<file path="src/sv/rt_pkg.sv">
// Package: shared constants, codes and structs of the retransmission tracker
`default_nettype none
package rt_pkg;

    localparam int TABLE_DEPTH = 16;
    localparam int IDX_W       = (TABLE_DEPTH > 1) ? $clog2(TABLE_DEPTH) : 1;

    localparam int ID_W        = 16;
    localparam int TIME_W      = 32;
    localparam int TIMEOUT_W   = 16;
    localparam int RETRY_W     = 8;
    localparam int CMD_W       = 2;
    localparam int KIND_W      = 2;
    localparam int CFG_IDX_W   = 1;
    localparam int CFG_DATA_W  = 16;

    localparam logic [TIMEOUT_W-1:0] TIMEOUT_RESET     = TIMEOUT_W'(250);
    localparam logic [RETRY_W-1:0]   MAX_RETRIES_RESET = RETRY_W'(3);

    localparam logic [CFG_IDX_W-1:0] CFG_TIMEOUT     = CFG_IDX_W'(0);
    localparam logic [CFG_IDX_W-1:0] CFG_MAX_RETRIES = CFG_IDX_W'(1);

    typedef enum logic [CMD_W-1:0] {
        CMD_SEND    = 2'd0,
        CMD_CONFIRM = 2'd1,
        CMD_TICK    = 2'd2
    } cmd_t;

    typedef enum logic [KIND_W-1:0] {
        KIND_RESEND  = 2'd0,
        KIND_GAVE_UP = 2'd1,
        KIND_DROPPED = 2'd2
    } kind_t;

    typedef enum logic [1:0] {
        ST_IDLE,
        ST_SCAN,
        ST_WRITE,
        ST_FLUSH
    } state_t;

    typedef struct packed {
        logic [ID_W-1:0]    id;
        logic [TIME_W-1:0]  stamp;
        logic [RETRY_W-1:0] retries;
    } rt_entry_t;

    typedef struct packed {
        logic             en;
        logic [IDX_W-1:0] idx;
        logic             valid;
        rt_entry_t        data;
    } rt_wr_t;

    typedef struct packed {
        logic [TIME_W-1:0]    now;
        logic [ID_W-1:0]      id;
        logic [TIMEOUT_W-1:0] timeout;
        logic [RETRY_W-1:0]   max_retries;
    } rt_op_t;

    typedef struct packed {
        logic               due;
        logic               exhausted;
        logic               match;
        logic [RETRY_W-1:0] retries_inc;
    } rt_flags_t;

endpackage
`default_nettype wire

</file>
<file path="src/sv/rt_item_if.sv">
// Interfaces: input item, result and configuration write channels
`default_nettype none
interface rt_item_if import rt_pkg::*; ();
    logic              valid;
    logic              ready;
    logic [CMD_W-1:0]  cmd;
    logic [ID_W-1:0]   msg_id;
    logic [TIME_W-1:0] now_ms;

    modport source (output valid, output cmd, output msg_id, output now_ms, input ready);
    modport sink   (input valid, input cmd, input msg_id, input now_ms, output ready);
endinterface

interface rt_result_if import rt_pkg::*; ();
    logic              valid;
    logic              ready;
    logic [KIND_W-1:0] kind;
    logic [ID_W-1:0]   out_id;
    logic              last;

    modport source (output valid, output kind, output out_id, output last, input ready);
    modport sink   (input valid, input kind, input out_id, input last, output ready);
endinterface

interface rt_cfg_if import rt_pkg::*; ();
    logic                  valid;
    logic                  ready;
    logic [CFG_IDX_W-1:0]  index;
    logic [CFG_DATA_W-1:0] data;

    modport source (output valid, output index, output data, input ready);
    modport sink   (input valid, input index, input data, output ready);
endinterface
`default_nettype wire

</file>
<file path="src/sv/retransmission_tracker.sv">
// Top level: retransmission timer table with sequencer, compare unit and entry table
// An item passes a scan of all TABLE_DEPTH slots and a flush state; a send also passes a
// table write state between them. Results leave through a one-beat output register.
// New items are taken only in idle, after the last one is through; the scan checks one slot
// per cycle through the shared compare unit, unless a tick waits on a stalled result.
// Reset: all slots free, timeout_ms 250, max_retries 3; no clearing pass is needed.
`default_nettype none
module retransmission_tracker
    import rt_pkg::*;
(
    input  wire logic   clk,
    input  wire logic   rst_n,
    rt_item_if.sink     item,
    rt_result_if.source result,
    rt_cfg_if.sink      cfg
);

    rt_wr_t           wr;
    logic [IDX_W-1:0] rd_idx;
    rt_entry_t        rd_entry;
    logic             rd_valid;
    rt_op_t           op;
    rt_flags_t        flags;

    rt_ctrl u_ctrl (
        .clk      (clk),
        .rst_n    (rst_n),
        .item     (item),
        .result   (result),
        .cfg      (cfg),
        .wr       (wr),
        .rd_idx   (rd_idx),
        .rd_entry (rd_entry),
        .rd_valid (rd_valid),
        .op       (op),
        .flags    (flags)
    );

    rt_unit u_unit (
        .op    (op),
        .entry (rd_entry),
        .flags (flags)
    );

    rt_table u_table (
        .clk      (clk),
        .rst_n    (rst_n),
        .wr       (wr),
        .rd_idx   (rd_idx),
        .rd_entry (rd_entry),
        .rd_valid (rd_valid)
    );

endmodule
`default_nettype wire

</file>
<file path="src/sv/rt_table.sv">
// Entry table: valid bits, ids, time stamps and retry counts of all slots
`default_nettype none
module rt_table
    import rt_pkg::*;
(
    input  wire logic             clk,
    input  wire logic             rst_n,
    input  wire rt_wr_t           wr,
    input  wire logic [IDX_W-1:0] rd_idx,
    output rt_entry_t             rd_entry,
    output logic                  rd_valid
);

    logic [TABLE_DEPTH-1:0] valid_reg;
    rt_entry_t              entry_reg [TABLE_DEPTH];

    always_ff @(posedge clk or negedge rst_n)
    begin
        if (!rst_n)
        begin
            valid_reg <= '0;
        end
        else if (wr.en)
        begin
            valid_reg[wr.idx] <= wr.valid;
        end
    end

    always_ff @(posedge clk)
    begin
        if (wr.en && wr.valid)
        begin
            entry_reg[wr.idx] <= wr.data;
        end
    end

    assign rd_entry = entry_reg[rd_idx];
    assign rd_valid = valid_reg[rd_idx];

endmodule
`default_nettype wire

</file>
<file path="src/sv/rt_unit.sv">
// Shared compare unit: age check, retry limit, id match and retry increment
`default_nettype none
module rt_unit
    import rt_pkg::*;
(
    input  wire rt_op_t    op,
    input  wire rt_entry_t entry,
    output rt_flags_t      flags
);

    logic [TIME_W-1:0] age;

    always_comb
    begin
        age               = op.now - entry.stamp;
        flags.due         = (age >= TIME_W'(op.timeout));
        flags.exhausted   = (entry.retries >= op.max_retries);
        flags.match       = (entry.id == op.id);
        flags.retries_inc = entry.retries + RETRY_W'(1);
    end

endmodule
`default_nettype wire

</file>
<file path="src/sv/rt_ctrl.sv">
// Sequencer: slot scan, table updates, held result and result register
`default_nettype none
module rt_ctrl
    import rt_pkg::*;
(
    input  wire logic       clk,
    input  wire logic       rst_n,
    rt_item_if.sink         item,
    rt_result_if.source     result,
    rt_cfg_if.sink          cfg,
    output rt_wr_t          wr,
    output logic [IDX_W-1:0] rd_idx,
    input  wire rt_entry_t  rd_entry,
    input  wire logic       rd_valid,
    output rt_op_t          op,
    input  wire rt_flags_t  flags
);

    state_t               state_reg, state_next;
    logic [IDX_W-1:0]     idx_reg, idx_next;
    logic [CMD_W-1:0]     cmd_reg;
    logic [ID_W-1:0]      id_reg;
    logic [TIME_W-1:0]    now_reg;
    logic [TIMEOUT_W-1:0] timeout_reg;
    logic [RETRY_W-1:0]   max_retries_reg;

    logic                 hit_found_reg, hit_found_next;
    logic [IDX_W-1:0]     hit_idx_reg, hit_idx_next;
    logic                 free_found_reg, free_found_next;
    logic [IDX_W-1:0]     free_idx_reg, free_idx_next;

    logic                 pend_valid_reg, pend_valid_next;
    kind_t                pend_kind_reg, pend_kind_next;
    logic [ID_W-1:0]      pend_id_reg, pend_id_next;

    logic                 out_valid_reg, out_valid_next;
    kind_t                out_kind_reg, out_kind_next;
    logic [ID_W-1:0]      out_id_reg, out_id_next;
    logic                 out_last_reg, out_last_next;

    logic                 accept;
    logic                 out_free;
    logic                 adv;
    logic                 last_slot;

    assign item.ready    = (state_reg == ST_IDLE);
    assign accept        = item.valid && item.ready;
    assign cfg.ready     = 1'b1;
    assign out_free      = !out_valid_reg || result.ready;
    assign last_slot     = (idx_reg == IDX_W'(TABLE_DEPTH - 1));
    assign rd_idx        = idx_reg;

    assign result.valid  = out_valid_reg;
    assign result.kind   = out_kind_reg;
    assign result.out_id = out_id_reg;
    assign result.last   = out_last_reg;

    assign op.now         = now_reg;
    assign op.id          = id_reg;
    assign op.timeout     = timeout_reg;
    assign op.max_retries = max_retries_reg;

    // next state
    always_comb
    begin
        state_next = state_reg;
        unique case (state_reg)
            ST_IDLE:
            begin
                if (accept && (item.cmd == CMD_SEND || item.cmd == CMD_CONFIRM
                               || item.cmd == CMD_TICK))
                begin
                    state_next = ST_SCAN;
                end
            end
            ST_SCAN:
            begin
                if (adv && last_slot)
                begin
                    state_next = (cmd_reg == CMD_SEND) ? ST_WRITE : ST_FLUSH;
                end
            end
            ST_WRITE:
            begin
                state_next = ST_FLUSH;
            end
            ST_FLUSH:
            begin
                if (!pend_valid_reg || out_free)
                begin
                    state_next = ST_IDLE;
                end
            end
            default:
            begin
                state_next = ST_IDLE;
            end
        endcase
    end

    // datapath and outputs
    always_comb
    begin
        adv             = 1'b0;
        wr              = '0;
        idx_next        = idx_reg;
        hit_found_next  = hit_found_reg;
        hit_idx_next    = hit_idx_reg;
        free_found_next = free_found_reg;
        free_idx_next   = free_idx_reg;
        pend_valid_next = pend_valid_reg;
        pend_kind_next  = pend_kind_reg;
        pend_id_next    = pend_id_reg;
        out_valid_next  = out_valid_reg && !result.ready;
        out_kind_next   = out_kind_reg;
        out_id_next     = out_id_reg;
        out_last_next   = out_last_reg;

        unique case (state_reg)
            ST_IDLE:
            begin
                idx_next        = '0;
                hit_found_next  = 1'b0;
                free_found_next = 1'b0;
            end
            ST_SCAN:
            begin
                unique case (cmd_reg)
                    CMD_SEND:
                    begin
                        adv = 1'b1;
                        if (rd_valid && flags.match && !hit_found_reg)
                        begin
                            hit_found_next = 1'b1;
                            hit_idx_next   = idx_reg;
                        end
                        if (!rd_valid && !free_found_reg)
                        begin
                            free_found_next = 1'b1;
                            free_idx_next   = idx_reg;
                        end
                    end
                    CMD_CONFIRM:
                    begin
                        adv = 1'b1;
                        if (rd_valid && flags.match)
                        begin
                            wr.en    = 1'b1;
                            wr.idx   = idx_reg;
                            wr.valid = 1'b0;
                        end
                    end
                    CMD_TICK:
                    begin
                        if (rd_valid && flags.due)
                        begin
                            // hold the slot while the held result cannot move on
                            if (!pend_valid_reg || out_free)
                            begin
                                adv = 1'b1;
                                if (pend_valid_reg)
                                begin
                                    out_valid_next = 1'b1;
                                    out_kind_next  = pend_kind_reg;
                                    out_id_next    = pend_id_reg;
                                    out_last_next  = 1'b0;
                                end
                                pend_valid_next = 1'b1;
                                pend_id_next    = rd_entry.id;
                                wr.en           = 1'b1;
                                wr.idx          = idx_reg;
                                if (flags.exhausted)
                                begin
                                    pend_kind_next = KIND_GAVE_UP;
                                    wr.valid       = 1'b0;
                                end
                                else
                                begin
                                    pend_kind_next     = KIND_RESEND;
                                    wr.valid           = 1'b1;
                                    wr.data.id         = rd_entry.id;
                                    wr.data.stamp      = now_reg;
                                    wr.data.retries    = flags.retries_inc;
                                end
                            end
                        end
                        else
                        begin
                            adv = 1'b1;
                        end
                    end
                    default:
                    begin
                        adv = 1'b1;
                    end
                endcase
                if (adv)
                begin
                    idx_next = idx_reg + IDX_W'(1);
                end
            end
            ST_WRITE:
            begin
                if (hit_found_reg || free_found_reg)
                begin
                    wr.en           = 1'b1;
                    wr.idx          = hit_found_reg ? hit_idx_reg : free_idx_reg;
                    wr.valid        = 1'b1;
                    wr.data.id      = id_reg;
                    wr.data.stamp   = now_reg;
                    wr.data.retries = '0;
                end
                else
                begin
                    pend_valid_next = 1'b1;
                    pend_kind_next  = KIND_DROPPED;
                    pend_id_next    = id_reg;
                end
            end
            ST_FLUSH:
            begin
                if (pend_valid_reg && out_free)
                begin
                    out_valid_next  = 1'b1;
                    out_kind_next   = pend_kind_reg;
                    out_id_next     = pend_id_reg;
                    out_last_next   = 1'b1;
                    pend_valid_next = 1'b0;
                end
            end
            default:
            begin
            end
        endcase
    end

    always_ff @(posedge clk or negedge rst_n)
    begin
        if (!rst_n)
        begin
            state_reg       <= ST_IDLE;
            idx_reg         <= '0;
            hit_found_reg   <= 1'b0;
            free_found_reg  <= 1'b0;
            pend_valid_reg  <= 1'b0;
            out_valid_reg   <= 1'b0;
            timeout_reg     <= TIMEOUT_RESET;
            max_retries_reg <= MAX_RETRIES_RESET;
        end
        else
        begin
            state_reg      <= state_next;
            idx_reg        <= idx_next;
            hit_found_reg  <= hit_found_next;
            free_found_reg <= free_found_next;
            pend_valid_reg <= pend_valid_next;
            out_valid_reg  <= out_valid_next;
            if (cfg.valid && cfg.ready)
            begin
                if (cfg.index == CFG_TIMEOUT)
                begin
                    timeout_reg <= cfg.data[TIMEOUT_W-1:0];
                end
                if (cfg.index == CFG_MAX_RETRIES)
                begin
                    max_retries_reg <= cfg.data[RETRY_W-1:0];
                end
            end
        end
    end

    always_ff @(posedge clk)
    begin
        hit_idx_reg   <= hit_idx_next;
        free_idx_reg  <= free_idx_next;
        pend_kind_reg <= pend_kind_next;
        pend_id_reg   <= pend_id_next;
        out_kind_reg  <= out_kind_next;
        out_id_reg    <= out_id_next;
        out_last_reg  <= out_last_next;
        if (accept)
        begin
            cmd_reg <= item.cmd;
            id_reg  <= item.msg_id;
            now_reg <= item.now_ms;
        end
    end

    a_wr_only_busy: assert property (@(posedge clk) disable iff (!rst_n)
        wr.en |-> (state_reg == ST_SCAN || state_reg == ST_WRITE))
        else $error("table written outside scan or write");

    a_pend_not_idle: assert property (@(posedge clk) disable iff (!rst_n)
        pend_valid_reg |-> state_reg != ST_IDLE)
        else $error("held result left behind in idle");

    a_send_no_pend: assert property (@(posedge clk) disable iff (!rst_n)
        state_reg == ST_WRITE |-> !pend_valid_reg)
        else $error("held result present at send write");

    a_flush_done: assert property (@(posedge clk) disable iff (!rst_n)
        (state_reg == ST_FLUSH && state_next == ST_IDLE) |=> !pend_valid_reg)
        else $error("held result not delivered at end of item");

endmodule
`default_nettype wire
</file>
<file path="src/flat_wrapper.sv">
// flat-port wrapper written by rule: the top's interface ports become plain ports
module retransmission_tracker_flat import rt_pkg::*;
  (clk, rst_n, item_valid, item_cmd, item_msg_id, item_now_ms, item_ready, result_valid, result_kind, result_out_id, result_last, result_ready, cfg_valid, cfg_index, cfg_data, cfg_ready);
  rt_item_if item_i ();
  rt_result_if result_i ();
  rt_cfg_if cfg_i ();
  input  wire logic clk;
  input  wire logic rst_n;
  input wire logic [$bits(item_i.valid)-1:0] item_valid;
  input wire logic [$bits(item_i.cmd)-1:0] item_cmd;
  input wire logic [$bits(item_i.msg_id)-1:0] item_msg_id;
  input wire logic [$bits(item_i.now_ms)-1:0] item_now_ms;
  output wire logic [$bits(item_i.ready)-1:0] item_ready;
  output wire logic [$bits(result_i.valid)-1:0] result_valid;
  output wire logic [$bits(result_i.kind)-1:0] result_kind;
  output wire logic [$bits(result_i.out_id)-1:0] result_out_id;
  output wire logic [$bits(result_i.last)-1:0] result_last;
  input wire logic [$bits(result_i.ready)-1:0] result_ready;
  input wire logic [$bits(cfg_i.valid)-1:0] cfg_valid;
  input wire logic [$bits(cfg_i.index)-1:0] cfg_index;
  input wire logic [$bits(cfg_i.data)-1:0] cfg_data;
  output wire logic [$bits(cfg_i.ready)-1:0] cfg_ready;
  assign item_i.valid = item_valid;
  assign item_i.cmd = item_cmd;
  assign item_i.msg_id = item_msg_id;
  assign item_i.now_ms = item_now_ms;
  assign item_ready = item_i.ready;
  assign result_valid = result_i.valid;
  assign result_kind = result_i.kind;
  assign result_out_id = result_i.out_id;
  assign result_last = result_i.last;
  assign result_i.ready = result_ready;
  assign cfg_i.valid = cfg_valid;
  assign cfg_i.index = cfg_index;
  assign cfg_i.data = cfg_data;
  assign cfg_ready = cfg_i.ready;
  retransmission_tracker u_core (.clk(clk), .rst_n(rst_n), .item(item_i), .result(result_i), .cfg(cfg_i));
endmodule
</file>
<file path="config.mk">
export PLATFORM = sky130hd
export DESIGN_NAME = retransmission_tracker_flat
export DESIGN_NICKNAME = d
export VERILOG_FILES = /design/src/sv/rt_pkg.sv /design/src/sv/rt_item_if.sv /design/src/sv/retransmission_tracker.sv /design/src/sv/rt_table.sv /design/src/sv/rt_unit.sv /design/src/sv/rt_ctrl.sv /design/src/flat_wrapper.sv
export SDC_FILE = /design/constraint.sdc
export NUM_CORES = 1
export LEC_CHECK = 0
export CELL_PAD_IN_SITES_DETAIL_PLACEMENT = 0
export CELL_PAD_IN_SITES_GLOBAL_PLACEMENT = 1
export CORE_MARGIN = 10
export CORE_UTILIZATION = 49
export DETAILED_ROUTE_END_ITERATION = 10
export DONT_BUFFER_PORTS = 1
export PLACE_DENSITY = 0.68
export SKIP_CTS_REPAIR_TIMING = 1
export SYNTH_ARGS = -nofsm -noshare
export SYNTH_HDL_FRONTEND = slang
export SYNTH_SLANG_ARGS = --single-unit
</file>
<file path="constraint.sdc">
create_clock -name clk -period 13 [get_ports clk]
set_clock_uncertainty 0.2 [all_clocks]
set_input_delay 1.95 -clock clk [delete_from_list [all_inputs] [get_ports clk]]
set_output_delay 1.95 -clock clk [all_outputs]
set_load 0.01 [all_outputs]
</file>
==> out/metrics.yaml <==
power_density_nw_per_um2: 195
port_buffers: 0
p_total_uw: 9350
drtPass1Iterations: 5
cap_violations: 0
fp.dieH_um: 316
grt_pass1_wl_mm: 152
max_stage_delay_ns: 0.99
start_util_pct: 49.5
fmax_mhz: 103
clkSlewWorstSetupHoldPaths_ns: 0.06
hpwl_mm: 60.0
gr-total-overflow: 0
die_w_um: 316
crit_path_max_fanout: 97
cts_tree: "built"
slew_viol_final: 0
pre_cts_ws_ns: 3.35
period_share_pct: 75.0
syn2layout_area_growth_pct: 11.3
drc: 0
syn-num-nets: 2418
p_leak_uw: 0.0154
cp_common_cell: "a21oi_1"
reg2reg_slack_ns: 3.25
rsz0062_at_grt: "no"
drt-initial-drc-count: 1997
vias: 21800
synth_top_area_share_pct: 69.1
synth_edf_count: 991
yosys.cell_types.count: 77
worstPathArrival_ns: 9.84
yosys_warnings: 0
wire_per_inst_um: 28.6
slew-limit-headroom_pct: 19.0
clk_latency_ns: 0.69
wl_mm: 103
setup_viol: 0
path_buf_inv: 3
postSynthAreaPerCell_um2: 18.9
worst_ir_drop_vdd_uv: 156
min_period_ns: 9.75
place.gp.congestion: 0.858
cp-start-kind: "register"
synth-async-reset-ratio_pct: 4.80
synth.most_common_cell: "edfxtp_1"
io_pins: 94
syn_inst: 2279
ant_nets: 0
worst_slack_ns: 3.25
cp_data_required_time_ns: 13.09
path_delay_family: "compound AO/OA/AOI/OAI gates"
path_class: "register to register"
largest_register_ffs: 896
final_cell_area_um2: 47900
syn_area_um2: 43100
root_buffer: "clkbuf_16"
status: "complete, no violations"
final_util_pct: 55.1
fin_nets: 2477
netlist_top_cells_count: "991 x edfxtp_1, 269 x mux4_2, 149 x nand2_1"
die_area_um2: 100000
clock-sinks: 1041
drive_gt1_share_pct: 22.5
crit_slowest_cell: "dfrtp_4"
clock_tree.buffer_depth: 3
crit_path_end_kind: "register"
grt_pass1_vias: 22400
fp.coreArea_um2: 87000
ys_ff_latch: 1041
antenna_found_initial: 2
yosys.area.top_type: "edfxtp_1"
finalHoldViolCount: 0
grt_usage_pct: 20.7
cts_max_level: 3
dpl-instance-area_um2: 44600
fin_tns_setup_ns: 0
grt_max_degree: 104
synth_area_leaders: "edfxtp_1 69%, mux4_2 14%, dfrtp_1 2.4%, ha_1 1.9%, nand2_1 1.3%"
viasPerCell: 6.07
yosysSeqAreaShare_pct: 72.0
synth_ff_type: "edfxtp_1"
hold_path_class: "register to register"
worst_pin_slew_ns: 1.21
cts_buffers: 106
fp-row-count: 108
[where the power goes]
group	switching, µW	internal (µW)
registers	150	3840
clock network	1270	1620
logic	1400	1070
total	2820	6530
[logic make-up after synthesis]
group	share of synthesized area (%)
mux	15.7
compound gates	3.45
fa+ha+maj	1.96
buf+inv	1.75
other cells	0.00871
flops	72.0
xor+xnor	0.935
simple gates	4.20
[per-layer routing]
layer / track usage (%) / vias to the layer above / wire length, µm
met1: 28.5 / 11500 / 43400
met2: 32.6 / 770 / 48800
li1: - / 9309 / -
met3: 5.12 / 169 / 7420
met4: 6.23 / 4 / 3000
met5: 0 / - / 23
[worst paths after layout]
| kind | start | endpoint | cells after the start |
|---|---|---|---|
| worst max-delay path | u_core.u_ctrl.rd_idx[0] | u_core.u_table.entry_reg[9][21] | 25 |
| worst min-delay path | u_core.u_ctrl.pend_id_reg[6] | u_core.u_ctrl.result.out_id[6] | 0 |
| worst max register to register | u_core.u_ctrl.rd_idx[0] | u_core.u_table.entry_reg[9][21] | 25 |
| worst min register to register | u_core.u_ctrl.pend_id_reg[6] | u_core.u_ctrl.result.out_id[6] | 0 |
| max in group asynchronous | rst_n | u_core.u_ctrl.timeout_reg[6] | 0 |
| min in group asynchronous | rst_n | u_core.u_ctrl.max_retries_reg[3] | 0 |
[layout make-up]
class	instances	area [µm²]
Clock inverter	66	513
Antenna cell	2	5.00
Multi-Input combinational cell	1057	11400
Inverter	76	288
Clock buffer	133	2810
Timing Repair Buffer	56	443
Sequential cell	1041	31000
Fill cell	6668	39100
Tap cell	1155	1450
[cell usage in the layout, fill, tap and decap left out, types with 16 or more instances in the layout]
cell type | Yosys | routed
edfxtp_1 | 991 | 991
mux4_2 | 269 | 269
nand2_1 | 149 | 149
clkbuf_16 | 0 | 108
o21ai_0 | 79 | 78
inv_1 | 75 | 75
a21oi_1 | 66 | 66
ha_1 | 66 | 66
nor2_1 | 70 | 58
buf_4 | 3 | 53
dfrtp_1 | 42 | 38
nor2b_1 | 32 | 31
mux2i_1 | 29 | 29
clkinv_1 | 1 | 28
nand3_1 | 27 | 27
xnor2_1 | 26 | 26
clkbuf_1 | 62 | 24
mux2_2 | 22 | 22
xor2_1 | 20 | 20
clkinv_2 | 0 | 18
a21o_1 | 16 | 16
[stage by stage]
| step | instances | hold WS, ns |
|---|---|---|
| after detailed placement | 3385 | 0.206 |
| after global placement | 3384 | 0.202 |
| after global routing | 3584 | 0.228 |
| after CTS | 3584 | 0.206 |
| final | 3586 | 0.207 |
| after floorplan | 2279 | 0.200 |
No activity file was read; power rests on OpenSTA's default activity.
